File: src/q4dp_pkg.sv
package q4dp_pkg;

	localparam int DEF_PAIRS_PER_BLOCK = 16;

	localparam int WEIGHT_W = 8;
	localparam int ACT_W    = 16;
	localparam int SCALE_W  = 16;
	localparam int DOT_W    = 40;
	localparam int NIBBLE_W = 4;

	// Commands from the controller to the datapath.
	typedef struct packed {
		logic load_s1;   // capture an accepted item into the first stage
		logic acc_en;    // add the first-stage products into the running sum
		logic scale_en;  // load the output register with sum * scale and clear the sum
	} q4dp_cmd_t;

	// A 4-bit code c stands for c - 8, which is c with its top bit flipped.
	function automatic logic signed [NIBBLE_W:0] nibble_to_weight(
		input logic [NIBBLE_W-1:0] code
	);
		logic [NIBBLE_W-1:0] w;
		w = {~code[NIBBLE_W-1], code[NIBBLE_W-2:0]};
		return {w[NIBBLE_W-1], w};
	endfunction

endpackage

File: src/q4dp_ctrl.sv
module q4dp_ctrl #(
	parameter int PAIRS_PER_BLOCK = q4dp_pkg::DEF_PAIRS_PER_BLOCK
) (
	input  logic               clk,
	input  logic               arst_n,
	input  logic               in_valid,
	output logic               in_ready,
	output logic               out_valid,
	input  logic               out_ready,
	output q4dp_pkg::q4dp_cmd_t cmd
);
	import q4dp_pkg::*;

	localparam int CNT_W = (PAIRS_PER_BLOCK > 1) ? $clog2(PAIRS_PER_BLOCK) : 1;
	localparam logic [CNT_W-1:0] CNT_LAST = CNT_W'(PAIRS_PER_BLOCK - 1);

	localparam logic [1:0] ST_IDLE  = 2'd0;
	localparam logic [1:0] ST_ACC   = 2'd1;
	localparam logic [1:0] ST_SCALE = 2'd2;

	logic [1:0]       state_q;
	logic [CNT_W-1:0] cnt_q;
	logic             last_q;
	logic             out_valid_q;
	logic             in_fire;
	logic             last_now;
	logic             out_free;

	assign in_ready  = (state_q == ST_IDLE) || ((state_q == ST_ACC) && !last_q);
	assign in_fire   = in_valid && in_ready;
	assign last_now  = (cnt_q == CNT_LAST);
	assign out_free  = !out_valid_q || out_ready;
	assign out_valid = out_valid_q;

	always_comb begin
		cmd.load_s1  = in_fire;
		cmd.acc_en   = (state_q == ST_ACC);
		cmd.scale_en = (state_q == ST_SCALE) && out_free;
	end

	always_ff @(posedge clk or negedge arst_n) begin
		if (!arst_n) begin
			state_q     <= ST_IDLE;
			cnt_q       <= '0;
			last_q      <= 1'b0;
			out_valid_q <= 1'b0;
		end else begin
			if (in_fire) begin
				cnt_q  <= last_now ? '0 : cnt_q + 1'b1;
				last_q <= last_now;
			end

			if (cmd.scale_en) begin
				out_valid_q <= 1'b1;
			end else if (out_ready) begin
				out_valid_q <= 1'b0;
			end

			unique case (state_q)
				ST_IDLE: begin
					if (in_fire) begin
						state_q <= ST_ACC;
					end
				end
				ST_ACC: begin
					if (last_q) begin
						state_q <= ST_SCALE;
					end else if (!in_fire) begin
						state_q <= ST_IDLE;
					end
				end
				ST_SCALE: begin
					if (out_free) begin
						state_q <= ST_IDLE;
					end
				end
				default: begin
					state_q <= ST_IDLE;
				end
			endcase
		end
	end

endmodule

File: src/q4dp_datapath.sv
module q4dp_datapath #(
	parameter int PAIRS_PER_BLOCK = q4dp_pkg::DEF_PAIRS_PER_BLOCK
) (
	input  logic                                   clk,
	input  logic                                   arst_n,
	input  q4dp_pkg::q4dp_cmd_t                    cmd,
	input  logic        [q4dp_pkg::WEIGHT_W-1:0]   weight_byte,
	input  logic signed [q4dp_pkg::ACT_W-1:0]      act_even,
	input  logic signed [q4dp_pkg::ACT_W-1:0]      act_odd,
	input  logic signed [q4dp_pkg::SCALE_W-1:0]    block_scale,
	output logic signed [q4dp_pkg::DOT_W-1:0]      dot_value
);
	import q4dp_pkg::*;

	localparam int CNT_BITS = (PAIRS_PER_BLOCK > 1) ? $clog2(PAIRS_PER_BLOCK) : 0;
	// One item adds at most 2^19 in magnitude; the positive extreme needs one more bit.
	localparam int PROD_W = NIBBLE_W + 1 + ACT_W;
	localparam int ACC_W  = PROD_W + CNT_BITS + 1;
	localparam int SCL_W  = ACC_W + SCALE_W;

	logic        [WEIGHT_W-1:0] weight_s1;
	logic signed [ACT_W-1:0]    act_even_s1;
	logic signed [ACT_W-1:0]    act_odd_s1;
	logic signed [SCALE_W-1:0]  scale_s1;
	logic signed [ACC_W-1:0]    acc_q;
	logic signed [DOT_W-1:0]    dot_q;

	logic signed [NIBBLE_W:0]   w_lo;
	logic signed [NIBBLE_W:0]   w_hi;
	logic signed [PROD_W-1:0]   prod_lo;
	logic signed [PROD_W-1:0]   prod_hi;
	logic signed [ACC_W-1:0]    acc_next;
	logic signed [SCL_W-1:0]    scaled;

	always_comb begin
		w_lo     = nibble_to_weight(weight_s1[NIBBLE_W-1:0]);
		w_hi     = nibble_to_weight(weight_s1[WEIGHT_W-1:NIBBLE_W]);
		prod_lo  = PROD_W'(w_lo * act_even_s1);
		prod_hi  = PROD_W'(w_hi * act_odd_s1);
		acc_next = acc_q + ACC_W'(prod_lo) + ACC_W'(prod_hi);
		scaled   = SCL_W'(acc_q) * SCL_W'(scale_s1);
	end

	always_ff @(posedge clk) begin
		if (cmd.load_s1) begin
			weight_s1   <= weight_byte;
			act_even_s1 <= act_even;
			act_odd_s1  <= act_odd;
			scale_s1    <= block_scale;
		end
		if (cmd.scale_en) begin
			dot_q <= scaled[DOT_W-1:0];
		end
	end

	always_ff @(posedge clk or negedge arst_n) begin
		if (!arst_n) begin
			acc_q <= '0;
		end else if (cmd.scale_en) begin
			acc_q <= '0;
		end else if (cmd.acc_en) begin
			acc_q <= acc_next;
		end
	end

	assign dot_value = dot_q;

endmodule

File: src/q4_block_dot_product_top.sv
// Flow: a block's last item is accepted into the first stage, added into the running sum,
// and the sum is then scaled into the output register once that register is free.
// Throughput: one item per cycle within a block; after a block's last item, intake pauses
// for the accumulate and scale steps; scaling waits while an earlier result is not taken.
// Reset: arst_n clears the running sum, the item count and the output valid flag at once.
module q4_block_dot_product_top #(
	parameter int PAIRS_PER_BLOCK = q4dp_pkg::DEF_PAIRS_PER_BLOCK
) (
	input  logic                                clk,
	input  logic                                arst_n,
	input  logic                                in_valid,
	output logic                                in_ready,
	input  logic        [q4dp_pkg::WEIGHT_W-1:0] weight_byte,
	input  logic signed [q4dp_pkg::ACT_W-1:0]    act_even,
	input  logic signed [q4dp_pkg::ACT_W-1:0]    act_odd,
	input  logic signed [q4dp_pkg::SCALE_W-1:0]  block_scale,
	output logic                                out_valid,
	input  logic                                out_ready,
	output logic signed [q4dp_pkg::DOT_W-1:0]    dot_value
);
	import q4dp_pkg::*;

	// The controller counts items, decides when the running sum is complete and owns
	// the output valid flag. The datapath holds the accepted item, forms the two small
	// weight-by-activation products from it, and holds the running sum and the scaled result.
	// An item enters the first stage while the item before it is still being added,
	// unless that earlier item closes a block; then intake pauses until the sum is
	// scaled into the output register.

	q4dp_cmd_t cmd;

	q4dp_ctrl #(
		.PAIRS_PER_BLOCK(PAIRS_PER_BLOCK)
	) u_ctrl (
		.clk      (clk),
		.arst_n   (arst_n),
		.in_valid (in_valid),
		.in_ready (in_ready),
		.out_valid(out_valid),
		.out_ready(out_ready),
		.cmd      (cmd)
	);

	// The output register is loaded only when it is empty or being taken, so a waiting
	// result holds the finished sum back and keeps intake of the next block paused.
	q4dp_datapath #(
		.PAIRS_PER_BLOCK(PAIRS_PER_BLOCK)
	) u_datapath (
		.clk        (clk),
		.arst_n     (arst_n),
		.cmd        (cmd),
		.weight_byte(weight_byte),
		.act_even   (act_even),
		.act_odd    (act_odd),
		.block_scale(block_scale),
		.dot_value  (dot_value)
	);

endmodule
File: config.mk
export PLATFORM = sky130hd
export DESIGN_NAME = q4_block_dot_product_top
export DESIGN_NICKNAME = d
export VERILOG_FILES = /design/src/q4dp_pkg.sv /design/src/q4dp_ctrl.sv /design/src/q4dp_datapath.sv /design/src/q4_block_dot_product_top.sv
export SDC_FILE = /design/constraint.sdc
export NUM_CORES = 2
export LEC_CHECK = 0
export ABC_CLOCK_PERIOD_IN_PS = 6300
export BUFFER_PORTS_ARGS = -buffer_cell sky130_fd_sc_hd__buf_4
export CORE_MARGIN = 2
export CORE_UTILIZATION = 35
export DETAILED_ROUTE_END_ITERATION = 8
export HOLD_SLACK_MARGIN = 0.06
export MAX_ROUTING_LAYER = met4
export SLEW_MARGIN = 0
export SYNTH_ARGS = -nofsm -noshare
export SYNTH_HDL_FRONTEND = slang
export SYNTH_SLANG_ARGS = --single-unit
File: constraint.sdc
create_clock -name clk -period 6.3 [get_ports clk]
set_clock_uncertainty 0.15 [all_clocks]
set_input_delay 1.89 -clock clk [delete_from_list [all_inputs] [get_ports clk]]
set_output_delay 1.89 -clock clk [all_outputs]
set_load 0.05 [all_outputs]
==> impl_metrics.json <==
{
  "cts_max_path_buffers": 2,
  "synth_seq_cells": 130,
  "dp_hpwl_mm": 49.2,
  "yosysTopAreaCellShare_pct": 43.2,
  "clk_pin_slew_ns": 0.08,
  "grt_start_max_net_pins": 42,
  "htreeDepth": 4,
  "route.detailed.drc": 0,
  "synth_edf_count": 96,
  "antenna_found_initial": 0,
  "gr-total-overflow": 0,
  "hold_path_class": "reg -> reg",
  "ys_types": 65,
  "grt_pass1_vias": 18600,
  "routabilityCongestion": 0.846,
  "diodes": 0,
  "drive_gt1_share_pct": 19.6,
  "wl_met1_mm": 24.9,
  "post-route-period-util_pct": 102,
  "fin_nets": 3597,
  "setup_tns_ns": -0.157,
  "worstRegToRegCells": 23,
  "fmax_ghz": 0.155,
  "synthCells": 2545,
  "setup_viol": 2,
  "drtPass1Iterations": 5,
  "dr.max_layer_used": "met4",
  "area_delta_synth_final_pct": 21.2,
  "tightest_slew_ns": 0.915,
  "cts_made_buffers": 17,
  "wl_met3_mm": 2.23,
  "async_reset_ff_share_pct": 26.2,
  "crit_top_cell": "fa_1",
  "ys_top_cells_by_area": "fa_1, edfxtp_1, inv_1",
  "yosysTopAreaCell": "fa_1",
  "die_y_um": 269,
  "finalWirelength_mm": 59.5,
  "status": "finished, violations left",
  "violations": "negative setup slack",
  "grt_setup_unrepaired": "yes",
  "drtIter0Drc": 821,
  "die-area_um2": 72400,
  "vias_per_cell": 4.63,
  "core_area_um2": 69800,
  "holdBufCountCts": 0,
  "maxCapViolations": 0,
  "io-pin-count": 102,
  "period_needed_ns": 6.44,
  "yosysMostFrequentCell": "inv_1",
  "critPathKind": "reg -> reg",
  "cp-start-kind": "register",
  "design_area_um2": 29800,
  "die_w_um": 269,
  "dr_wl_met2_mm": 31.0,
  "clkLatencyLatePin_ns": 0.51,
  "cpPeakStageDelay_ns": 0.54,
  "drv_slew": 0,
  "drtAntennaViolNets": 0,
  "vias": 17600,
  "synth_commonest_cells": "inv_1, fa_1, nand2_1",
  "start_util_pct": 35.3,
  "syn-num-nets": 3299,
  "fin_ws_ns": -0.140,
  "avgRoutedWirePerCell_um": 15.7,
  "hold_ws_ns": 0.342,
  "hold_violations": 0,
  "rows": 97,
  "grt_first_pass_wirelength_mm": 96.6,
  "yosysSeqAreaShare_pct": 15.2,
  "end_kind": "register",
  "cts-root-buf": "clkbuf_16",
  "grt_util_all_layers_pct": 17.6,
  "syn_avg_cell_area_um2": 9.67,
  "place_ws_ns": -0.476,
  "cts_sinks": 130,
  "worstPathArrival_ns": 6.64,
  "cp_max_fo": 5,
  "port_buffers": 101,
  "crit_path_top_delay_cell": "fa_1",
  "min_delay_path_depth": 1,
  "syn_area_um2": 24600,
  "worstPathRequired_ns": 6.50,
  "slew_headroom_pct": 39.0,
  "ys.flop_type": "edfxtp_1",
  "yosys_warnings": 0,
  "dpl_cell_area_um2": 28100,
  "path_cells": "buf_6 -> and2_1 -> fa_1 -> inv_1 -> fa_1 -> fa_1 -> inv_1 -> fa_1 -> fa_1 -> inv_2 -> fa_1 -> inv_2 -> ha_4 -> a211oi_4 -> nand2_2 -> a2111oi_4 -> o41ai_4 -> nand4_1 -> buf_6 -> a21oi_4 -> o31ai_4 -> or4b_4 -> o311ai_2",
  "cts_tree": "done"
}
[routing by layer]
metal  vias to the layer above  track usage [%]
met5                         -                -
met4                         0             5.31
met1                      8981             21.5
li1                       8215                -
met3                        73             2.95
met2                       291             29.8
[through the flow]
stage               utilization, %  std cells
floorplan                        -       2545
global placement              40.3       3722
detailed placement            40.3       3722
CTS                           42.0       3777
global route                  42.7       3796
finish                        42.7       3796
[registers in the layout, summed over array words and instances (netlist names)]
name	flops
u_datapath.weight_s1	8
u_ctrl.cnt_q	4
u_datapath.acc_q	26
u_datapath.dot_value	40
u_datapath.scale_s1	16
u_ctrl.out_valid	1
u_datapath.act_even_s1	16
u_ctrl.last_q	1
u_ctrl.state_q	2
u_datapath.act_odd_s1	16
[placed cells by master, fill, tap and decap left out, types with 11 or more instances in the layout]
master	Yosys	routed
dfrtp_2	0	12
a21oi_1	62	49
nand2b_1	11	11
or2_2	18	18
buf_6	0	20
nand2_1	345	335
fa_2	0	17
edfxtp_1	96	96
ha_4	0	13
nor2_1	66	60
inv_2	1	27
o21a_1	11	11
o21ai_0	28	22
a21o_1	35	35
inv_1	630	604
o22ai_1	20	20
fa_1	531	514
xnor2_1	49	48
buf_12	0	22
dfrtp_1	34	22
clkbuf_16	0	17
xor2_1	22	22
and2_1	197	190
ha_1	163	148
buf_4	0	318
[what timing repair did]
item / 4_1_cts / 5_1_grt
gates cloned: 2 / 0
pin swaps: 45 / 77
endpoints found under the setup margin: 21 / 19
resized for setup: 85 / 109
setup buffers: 21 / 19
[critical path: cells and delay by family (launching register included)]
family | cells | cell delay (ns)
AO/OA/AOI/OAI | 6 | 1.08
AND/OR/NAND/NOR | 4 | 0.91
buffers and inverters | 6 | 0.49
flip-flops | 1 | 0.40
adder cells (fa/ha/maj) | 7 | 3.24
[final cells by class]
cell class | instances | area (um2)
Inverter | 632 | 2370
Fill cell | 6776 | 40000
Timing Repair Buffer | 368 | 3200
Multi-Input combinational cell | 1694 | 18800
Clock inverter | 15 | 126
Clock buffer | 17 | 425
Sequential cell | 130 | 3750
Tap cell | 940 | 1180
[cell families (layout without fill, tap and decap cells)]
kind of cell,after synthesis,count (layout),share of synthesized area (%)
flops,130,130,15.2
xor+xnor,71,71,2.53
simple gates,696,696,13.5
compound gates,230,230,6.15
fa+ha+maj,694,694,51.5
mux,3,3,0.122
buf+inv,721,1032,11.0
[final timing paths]
check,from,slack [ns],end
min,u_ctrl.cnt_q[3]$_DFFE_PN0P_,0.34,u_ctrl.cnt_q[3]$_DFFE_PN0P_
max,u_datapath.scale_s1[6]$_DFFE_PP_,-0.14,u_datapath.dot_value[38]$_DFFE_PP_
max reg2reg,u_datapath.scale_s1[6]$_DFFE_PP_,-0.14,u_datapath.dot_value[38]$_DFFE_PP_
max in group asynchronous,arst_n,4.42,u_datapath.acc_q[9]$_DFFE_PN0P_
min reg2reg,u_ctrl.cnt_q[3]$_DFFE_PN0P_,0.34,u_ctrl.cnt_q[3]$_DFFE_PN0P_
min in group asynchronous,arst_n,1.19,u_ctrl.cnt_q[2]$_DFFE_PN0P_
Power is left out: the tool's default activity adds up to more than one toggle a clock period on the data nets, which glitch-free logic cannot reach.
